<file path="config.mk">
export PLATFORM = sky130hd
export DESIGN_NAME = clock_replacement_cache_directory
export DESIGN_NICKNAME = d
export VERILOG_FILES = /design/src/hw/rtl/crcd_pkg.sv /design/src/hw/rtl/crcd_ram.sv /design/src/hw/rtl/clock_replacement_cache_directory.sv
export SDC_FILE = /design/constraint.sdc
export NUM_CORES = 1
export LEC_CHECK = 0
export ABC_AREA = 1
export BUFFER_PORTS_ARGS = -buffer_cell sky130_fd_sc_hd__clkbuf_2
export CAP_MARGIN = 20
export CORE_MARGIN = 3
export CORE_UTILIZATION = 56
export CTS_CLUSTER_SIZE = 16
export DETAILED_ROUTE_END_ITERATION = 8
export PLACE_DENSITY = 0.74
export SLEW_MARGIN = 0
export SYNTH_ARGS = -nofsm -noshare
export SYNTH_HDL_FRONTEND = slang
export SYNTH_SLANG_ARGS = --single-unit
</file>
<file path="constraint.sdc">
create_clock -name i_clk -period 2.9 [get_ports i_clk]
set_clock_uncertainty 0.15 [all_clocks]
set_input_delay 0.435 -clock i_clk [delete_from_list [all_inputs] [get_ports i_clk]]
set_output_delay 0.435 -clock i_clk [all_outputs]
set_load 0.005 [all_outputs]
</file>
<file path="src/hw/rtl/crcd_pkg.sv">
// package: words, command codes and controller states of the clock replacement directory
`default_nettype none

package crcd_pkg;

    localparam int CmdBits  = 1;
    localparam int KeyBits  = 32;
    localparam int SlotBits = 3;

    localparam logic [CmdBits-1:0] CMD_LOOKUP = 1'b0;
    localparam logic [CmdBits-1:0] CMD_INSERT = 1'b1;

    typedef struct packed {
        logic [CmdBits-1:0] command;
        logic [KeyBits-1:0] key;
    } t_in_word;

    typedef struct packed {
        logic                hit;
        logic [SlotBits-1:0] slot;
    } t_out_word;

    typedef enum logic [1:0] {
        S_IDLE,
        S_LOOK,
        S_SWEEP,
        S_DONE
    } t_state;

endpackage

`default_nettype wire

</file>
<file path="src/hw/rtl/crcd_ram.sv">
// generic single-port-write, single-port-read ram with registered read data
`default_nettype none

module crcd_ram #(
    parameter int WIDTH = 32,
    parameter int DEPTH = 8
) (
    input  wire logic                     i_clk,
    input  wire logic                     i_we,
    input  wire logic [$clog2(DEPTH)-1:0] i_waddr,
    input  wire logic [WIDTH-1:0]         i_wdata,
    input  wire logic [$clog2(DEPTH)-1:0] i_raddr,
    output logic      [WIDTH-1:0]         o_rdata
);

    logic [WIDTH-1:0] r_mem [DEPTH];

    always_ff @(posedge i_clk) begin
        if (i_we) begin
            r_mem[i_waddr] <= i_wdata;
        end
        o_rdata <= r_mem[i_raddr];
    end

endmodule

`default_nettype wire

</file>
<file path="src/hw/rtl/clock_replacement_cache_directory.sv">
// top level: directory of a fully associative cache with clock (second-chance) replacement
//
// input channel i_in_valid / o_in_stall carries a word {command, key}; output
// channel o_out_valid / i_out_stall carries a word {hit, slot}. a word moves
// at a rising edge where valid is high and stall is low.
// one request is worked at a time; o_in_stall is high from acceptance until
// the result is handed to the output register.
// lookup: the key ram is read one entry per cycle from entry 0 and each read
// is compared in the cycle after; the first hit or the compare of the last
// entry ends the lookup.
// insert: the hand steps one entry per cycle over the used bits, clearing
// them, and writes the key ram at the first clear one.
// the next request may be taken in the cycle after a result is loaded.
// the output register holds a finished result while the receiver stalls and
// a new request is taken meanwhile; the next result waits until it drains.
// reset clears all valid and used bits, the hand and the output valid; the
// key ram is not cleared, empty entries are masked by their valid bits.
`default_nettype none

module clock_replacement_cache_directory
    import crcd_pkg::*;
#(
    parameter int ENTRIES  = 8,
    parameter int KEY_BITS = 32
) (
    input  wire logic      i_clk,
    input  wire logic      i_rst_n,
    input  wire logic      i_in_valid,
    output logic           o_in_stall,
    input  wire t_in_word  i_in_word,
    output logic           o_out_valid,
    input  wire logic      i_out_stall,
    output t_out_word      o_out_word
);

    localparam int IW = $clog2(ENTRIES);
    localparam logic [IW-1:0] LAST = IW'(ENTRIES - 1);

    t_state r_state;
    t_state n_state;

    logic [KEY_BITS-1:0] w_key_in;
    logic [KEY_BITS-1:0] r_key;
    logic [ENTRIES-1:0]  r_valid;
    logic [ENTRIES-1:0]  r_used;
    logic [IW-1:0]       r_hand;
    logic [IW-1:0]       r_addr;
    logic                r_addr_live;
    logic [IW-1:0]       r_cmp_idx;
    logic                r_cmp_live;
    t_out_word           r_res;
    logic                r_out_valid;
    t_out_word           r_out_word;

    logic                w_accept;
    logic [KEY_BITS-1:0] w_rdata;
    logic                w_hit_now;
    logic                w_last_cmp;
    logic                w_used_here;
    logic                w_we;
    logic                w_out_load;

    generate
        if (KEY_BITS > KeyBits) begin : g_key_wide
            assign w_key_in = {{(KEY_BITS - KeyBits){1'b0}}, i_in_word.key};
        end else if (KEY_BITS == KeyBits) begin : g_key_same
            assign w_key_in = i_in_word.key;
        end else begin : g_key_narrow
            assign w_key_in = i_in_word.key[KEY_BITS-1:0];
        end
    endgenerate

    crcd_ram #(
        .WIDTH (KEY_BITS),
        .DEPTH (ENTRIES)
    ) u_key_ram (
        .i_clk   (i_clk),
        .i_we    (w_we),
        .i_waddr (r_hand),
        .i_wdata (r_key),
        .i_raddr (r_addr),
        .o_rdata (w_rdata)
    );

    assign w_accept    = i_in_valid && !o_in_stall;
    assign w_hit_now   = r_cmp_live && r_valid[r_cmp_idx] && (w_rdata == r_key);
    assign w_last_cmp  = r_cmp_live && (r_cmp_idx == LAST);
    assign w_used_here = r_used[r_hand];

    always_comb begin
        n_state = r_state;
        unique case (r_state)
            S_IDLE: begin
                if (w_accept) begin
                    n_state = (i_in_word.command == CMD_INSERT) ? S_SWEEP : S_LOOK;
                end
            end
            S_LOOK: begin
                if (w_hit_now || w_last_cmp) begin
                    n_state = S_DONE;
                end
            end
            S_SWEEP: begin
                if (!w_used_here) begin
                    n_state = S_DONE;
                end
            end
            S_DONE: begin
                if (!r_out_valid || !i_out_stall) begin
                    n_state = S_IDLE;
                end
            end
            default: n_state = S_IDLE;
        endcase
    end

    always_comb begin
        o_in_stall = 1'b1;
        w_we       = 1'b0;
        w_out_load = 1'b0;
        unique case (r_state)
            S_IDLE:  o_in_stall = 1'b0;
            S_LOOK:  ;
            S_SWEEP: w_we = !w_used_here;
            S_DONE:  w_out_load = !r_out_valid || !i_out_stall;
            default: ;
        endcase
    end

    always_ff @(posedge i_clk) begin
        if (!i_rst_n) begin
            r_state     <= S_IDLE;
            r_valid     <= '0;
            r_used      <= '0;
            r_hand      <= '0;
            r_addr      <= '0;
            r_addr_live <= 1'b0;
            r_cmp_idx   <= '0;
            r_cmp_live  <= 1'b0;
            r_out_valid <= 1'b0;
        end else begin
            r_state <= n_state;
            if (w_out_load) begin
                r_out_valid <= 1'b1;
            end else if (!i_out_stall) begin
                r_out_valid <= 1'b0;
            end
            if (w_accept) begin
                r_addr      <= '0;
                r_addr_live <= 1'b1;
                r_cmp_live  <= 1'b0;
            end
            if (r_state == S_LOOK) begin
                r_cmp_idx  <= r_addr;
                r_cmp_live <= r_addr_live;
                if (r_addr == LAST) begin
                    r_addr_live <= 1'b0;
                end else begin
                    r_addr <= IW'(r_addr + 1'b1);
                end
                if (w_hit_now) begin
                    r_used[r_cmp_idx] <= 1'b1;
                end
            end
            if (r_state == S_SWEEP) begin
                if (w_used_here) begin
                    r_used[r_hand] <= 1'b0;
                    r_hand         <= (r_hand == LAST) ? '0 : IW'(r_hand + 1'b1);
                end else begin
                    r_used[r_hand]  <= 1'b1;
                    r_valid[r_hand] <= 1'b1;
                end
            end
        end
    end

    always_ff @(posedge i_clk) begin
        if (w_accept) begin
            r_key <= w_key_in;
        end
        if (r_state == S_LOOK) begin
            if (w_hit_now) begin
                r_res.hit  <= 1'b1;
                r_res.slot <= SlotBits'(r_cmp_idx);
            end else begin
                r_res.hit  <= 1'b0;
                r_res.slot <= '0;
            end
        end
        if (w_we) begin
            r_res.hit  <= 1'b0;
            r_res.slot <= SlotBits'(r_hand);
        end
        if (w_out_load) begin
            r_out_word <= r_res;
        end
    end

    assign o_out_valid = r_out_valid;
    assign o_out_word  = r_out_word;

    a_accept_blocks: assert property (@(posedge i_clk) disable iff (!i_rst_n)
        w_accept |=> o_in_stall)
        else $error("request accepted while another is in flight");

    a_hand_range: assert property (@(posedge i_clk) disable iff (!i_rst_n)
        r_hand <= LAST)
        else $error("clock hand beyond last entry");

    a_write_clear: assert property (@(posedge i_clk) disable iff (!i_rst_n)
        w_we |=> (r_used[$past(r_hand)] && r_valid[$past(r_hand)] && r_state == S_DONE))
        else $error("insert did not mark its entry");

    a_done_loads: assert property (@(posedge i_clk) disable iff (!i_rst_n)
        w_out_load |=> o_out_valid)
        else $error("finished result not presented");

    a_cmp_range: assert property (@(posedge i_clk) disable iff (!i_rst_n)
        (r_state == S_LOOK && r_cmp_live) |-> r_cmp_idx <= LAST)
        else $error("lookup compare index out of range");

endmodule

`default_nettype wire

</file>
After elaboration in Yosys (flattened, before gate mapping)
Memory sizes are Yosys's and may differ from the RTL's. A register that Yosys moved wholly into a read port is not among the register bits.
Index checks and enable logic that the tools add are counted.
{"block": "word_totals", "ram_bits": 256, "memories": 1, "out_inout_bits": 6, "ff_bits": 70, "in_bits": 37}
{"memory": "u_key_ram.r_mem", "words": 8, "word_bits": 32, "read_ports": 1, "rd_clocked_by_memory_dff": 1, "write_ports": 1, "line_no": "crcd_ram.sv:16", "rtl": "logic [WIDTH-1:0] r_mem [DEPTH];"}
{"block": "classes", "addsub": 2, "n_bitwise": 6, "reduce_logical": 17, "n_mux": 38, "eq_ne": 12, "order_cmp": 4}
{"operator": "$mux W8", "count": 5}
{"operator": "$eq A32 B32 Y1", "count": 1}
{"operator": "$or A8 B8 Y8", "count": 3}
{"operator": "$mux W3", "count": 6}
{"operator": "$mux W1", "count": 16}
{"operator": "$mux W2", "count": 5}
{"operator": "$eq A3 B3 Y1 const B", "count": 3}
{"operator": "$and A8 B8 Y8", "count": 1}
{"operator": "$lt A3 B4 Y1 const B", "count": 2}
{"operator": "$ne A2 B2 Y1 const B", "count": 4}
{"operator": "$not A8 Y8", "count": 1}
{"operator": "$pmux W2 S4", "count": 1}
{"operator": "$add A3 B1 Y3 const B", "count": 2}
{"operator": "$bmux W1 S3", "count": 2}
{"operator": "$demux W1 S3", "count": 2}
{"operator": "$ge A3 B1 Y1 const B", "count": 2}
{"operator": "$logic_and A1 B1 Y1", "count": 6}
{"operator": "$eq A2 B2 Y1 const B", "count": 2}
{"operator": "$mux W4", "count": 1}
{"operator": "$reduce_and A2 Y1", "count": 2}
{"operator": "$reduce_and A4 Y1", "count": 1}
{"operator": "$reduce_bool A2 Y1", "count": 2}
{"operator": "$logic_not A1 Y1", "count": 3}
{"operator": "$eq A2 B1 Y1 const B", "count": 1}
{"operator": "other kinds (4)", "count": 5}

Longest topological paths before layout
{"block": "depth", "word_depth": 11, "ltp_mapped": 13}

Hierarchy
Synthesis repeated with hierarchy kept, for this count alone.
{"block": "hier_totals", "hier_cells": 1592, "hier_area_um2": 15449.8}
{"module": "crcd_ram", "cells_per_inst": 1156, "n_inst": 1, "area_per_inst_um2": 11872.6}
{"module": "clock_replacement_cache_directory", "cells_per_inst": 436, "n_inst": 1, "area_per_inst_um2": 3577.2}

Least setup slack after synthesis
Ideal clock, no wire load.
{"block": "synth_path", "path_kind": "reg-to-reg", "start": "register r_state[0]", "end": "memory u_key_ram.r_mem[6][0], enable pin", "setup_ns": 0.424, "required_time_ns": 2.326, "path_buffers": 1, "path_slack_ns": -0.169, "t_arrival_ns": 2.496, "path_stages_with_launch": 6, "period_less_slack_ns": 3.069, "path_cell_list": "dfxtp_1 > inv_1 > ha_1 > clkbuf_1 > nand4_1 > nor2_1"}
{"block": "synth_between", "elab_chain_len": 4}
{"item": "start: declaration", "line_no": "clock_replacement_cache_directory.sv:39", "rtl": "t_state r_state;"}
{"item": "start signal: assignment", "line_no": "clock_replacement_cache_directory.sv:142", "rtl": "r_state <= n_state;"}
{"item": "$eq A2 B2 Y1", "line_no": "clock_replacement_cache_directory.sv:121", "rtl": "unique case (r_state)"}
{"item": "$mux W1", "line_no": "clock_replacement_cache_directory.sv:121"}
{"item": "$mux W1", "line_no": "crcd_ram.sv:19", "rtl": "if (i_we) begin"}
{"item": "$mux W1 (implied by the code)", "line_no": "crcd_ram.sv:20", "rtl": "r_mem[i_waddr] <= i_wdata;"}
{"item": "end: declaration", "line_no": "crcd_ram.sv:16"}
Every way passes these cells.

Worst setup path after layout
{"block": "layout_path", "start": "register r_state[0]", "end": "memory u_key_ram.r_mem[3][24], enable pin"}
The elaborated chain is that of the path after synthesis.

==> metrics.md <==
| Metric | Value |
|---|---|
| Status | finished clean |
| Main area contributors after synthesis | edfxtp_1, dfxtp_1, nor2_1 |
| Total grt overflow | 0 |
| CTS Sinks | 358 |
| Path depth of the worst reg2reg path | 5 |
| Asr flop ratio synth | 0% |
| Final min period | 2.50 ns |
| Port bufs | 42 |
| Post-DP HPWL | 18.9 mm |
| Post-DR wirelength/cell | 18.6 um |
| Initial DRC Count | 922 |
| Max IR drop VDD | 0.695 mV |
| Clock latency on the worst-skew pair | 0.52 ns |
| Crit-path slowest cell | nor2_4 |
| WHS Path Cells | 3 |
| Hold_sp | i_out_stall |
| Slew Limit Fails | 0 |
| Max-Cap Viols | 0 |
| Final ANT Viol Nets | 0 |
| Vias | 9349 |
| Worst slew margin | 49.0% |
| Final WL | 30.9 mm |
| P_leak | 6.04 nW |
| Yosys top cell area share | 62.0% |
| Worst-margin pin slew | 0.763 ns |
| Worst path top cell family by delay | simple AND/OR/NAND/NOR gates |
| Placer Congestion | 0.882 |
| Initial antenna violation count | 0 |
| Vias in the first global route | 9237 |
| Design Area, Final | 16400 um2 |
| Most frequent cell after synthesis | edfxtp_1 |
| Worst EP arrival | 2.56 ns |
| CP cell instances | inv_1, ha_1, nand4_1, nor2_4, buf_4 |
| Post-synth top cells | edfxtp_1, nor2_1, o21ai_0 |
| Final setup vio count | 0 |
| HP Class | in -> reg |
| Nets@finish | 1356 |
| Count of different cell masters after synthesis | 38 |
| CTS tree | built |
| CP required | 2.96 ns |
| Post-Syn Area | 14300 um2 |
| Overall power after layout | 14.7 mW |
| Global-route wire length before repair | 49.2 mm |
| Postcts setup bufs | 0 |
| CP startpoint | r_state[0] |
| Seq/Total Area, Yosys | 70.8% |
| WP buf/inv | 2 |
| Antenna fix cells | 0 |
| Mapped Avg Cell Area | 11.6 um2 |
| Warnings from Yosys | 0 |
| Element type at the critical path end | register |
| Post-Layout Cell Count | 1662 |
| Largest net degree at the start of global routing | 67 |
| Worst r2r src | r_state[0] |
| Number of synthesized register bits | 358 |
| RSZ-0062 raised after global routing | no |
| DIE HEIGHT | 166 um |
| Fmax | 400 MHz |
| Post-synth EDFFs | 295 |
| Share of layout cells above drive strength 1 | 13.6% |
| Critical path type | reg -> reg |
| Ratio of final minimum period to clock period | 86.2% |
| CTS H-tree lvls | 2 |
| First-pass DRT Iterations | 5 |
| Fin util | 66.4% |
| Core area | 24700 um2 |
| Mapped Nets | 1273 |
| Row count | 57 |
| Cell accounting for the most synthesized area | edfxtp_1 |
| Worst Setup Start Kind | register |
| Final hold vios | 0 |
| Routed vias/inst | 5.63 |
| Slowest cell delay on critical path | 0.56 ns |
| Die W | 166 um |
| CTS root buffer | clkbuf_16 |
| Max clock buf depth | 3 |
| Most used DFF post-synth | edfxtp_1 |
| Placed Area | 14900 um2 |
| CP Depth | 5 |
| Placed insts | 1564 |
| Final hold slack | 0.0552 ns |
| Pwr Density | 900 nW/um2 |
| Place WS | 0.480 ns |
| Clock buffer count from CTS | 36 |
| Synth Instances | 1227 |
| Die Area | 27500 um2 |
| DRC violations left | 0 |
| Final Worst Setup Slack | 0.400 ns |
| P&R area growth vs syn | 14.6% |
| GRT Overall Usage | 22.3% |
| Starting Density | 57.9% |
| Final setup TNS | 0 ns |
| Reg clk slew, reported paths | 0.06 ns |
| # IOs | 43 |
| Critical Path Fanout Max | 16 |
[worst register-to-register path: stages, from the launching register on]
cell and delay [ns]:
dfxtp_1 0.33, inv_1 0.11, ha_1 0.46, nand4_1 0.25, nor2_4 0.56, buf_4 0.33
[placed cells by master, fill, tap and decap left out, drive strengths merged]
cell type | synthesis | final
edfxtp | 295 | 295
nor2 | 268 | 268
o21ai | 147 | 147
nand2 | 125 | 125
inv | 94 | 95
clkbuf | 35 | 91
dfxtp | 63 | 63
nand4 | 33 | 33
o22ai | 33 | 33
a31oi | 32 | 32
dlygate4sd3 | 0 | 32
buf | 24 | 30
a21oi | 28 | 28
nand3 | 14 | 14
clkinv | 0 | 12
ha | 9 | 9
xnor2 | 6 | 6
nor3 | 6 | 6
o21a | 4 | 4
nor3b | 3 | 3
clkinvlp | 0 | 3
or2 | 2 | 2
a211oi | 2 | 2
a21boi | 2 | 2
nand3b | 1 | 1
and2 | 1 | 1
bufinv | 0 | 1
[metal layers]
| layer | wire length [um] | global-route usage (%) | vias to the layer above |
|---|---|---|---|
| met5 | 0 | 0 | - |
| met4 | 1000 | 8.14 | 0 |
| met3 | 1820 | 3.43 | 86 |
| met2 | 14900 | 36.4 | 323 |
| met1 | 13300 | 30.9 | 4489 |
| li1 | - | - | 4451 |
[cells by family (layout without fill, tap and decap cells)]
family                     after synthesis  count (layout)  share of synthesized area, %
buffers and inverters                  153             264                          4.36
xor gates and xnor gates                 6               6                         0.368
and+or+nand+nor                        453             453                          14.0
DFF                                    358             358                          70.8
AOI/OAI and AO/OA                      248             248                          9.66
adders and majority gates                9               9                         0.788
[registers in the layout, indices dropped and copies added (netlist names)]
name               cells
o_out_valid            1
u_key_ram.o_rdata     32
r_key                 32
r_addr_live            1
r_cmp_idx              3
r_hand                 3
r_used                 8
r_valid                8
r_state                2
r_addr                 3
r_res                  4
u_key_ram.r_mem      256
r_cmp_live             1
o_out_word             4
[where the power goes]
group	switching (mW)	internal (mW)
clock	1.85	2.50
sequential	0.633	6.44
combinational	2.21	1.10
total	4.69	10.0
[area by class of cell]
type / count / area [um2]
clock buffers: 49 / 991
clock inverters: 17 / 123
fillers: 1838 / 8300
inverters: 94 / 357
multi-input cells: 716 / 3590
flip-flops and latches: 358 / 10100
well taps: 324 / 405
repair buffers: 104 / 781
[final timing paths]
| path | endpoint | slack (ns) |
|---|---|---|
| max | u_key_ram.r_mem[3][24] | 0.40 |
| min | o_out_valid | 0.06 |
| max reg2reg | u_key_ram.r_mem[3][24] | 0.40 |
| min reg2reg | o_out_word[0] | 0.28 |
[what timing repair did]
action                                 4_1_cts  5_1_grt
endpoints found under the hold margin       32        0
hold buffers                                32        0
resized for setup                            0        0
(Power assumes the default switching activity.)
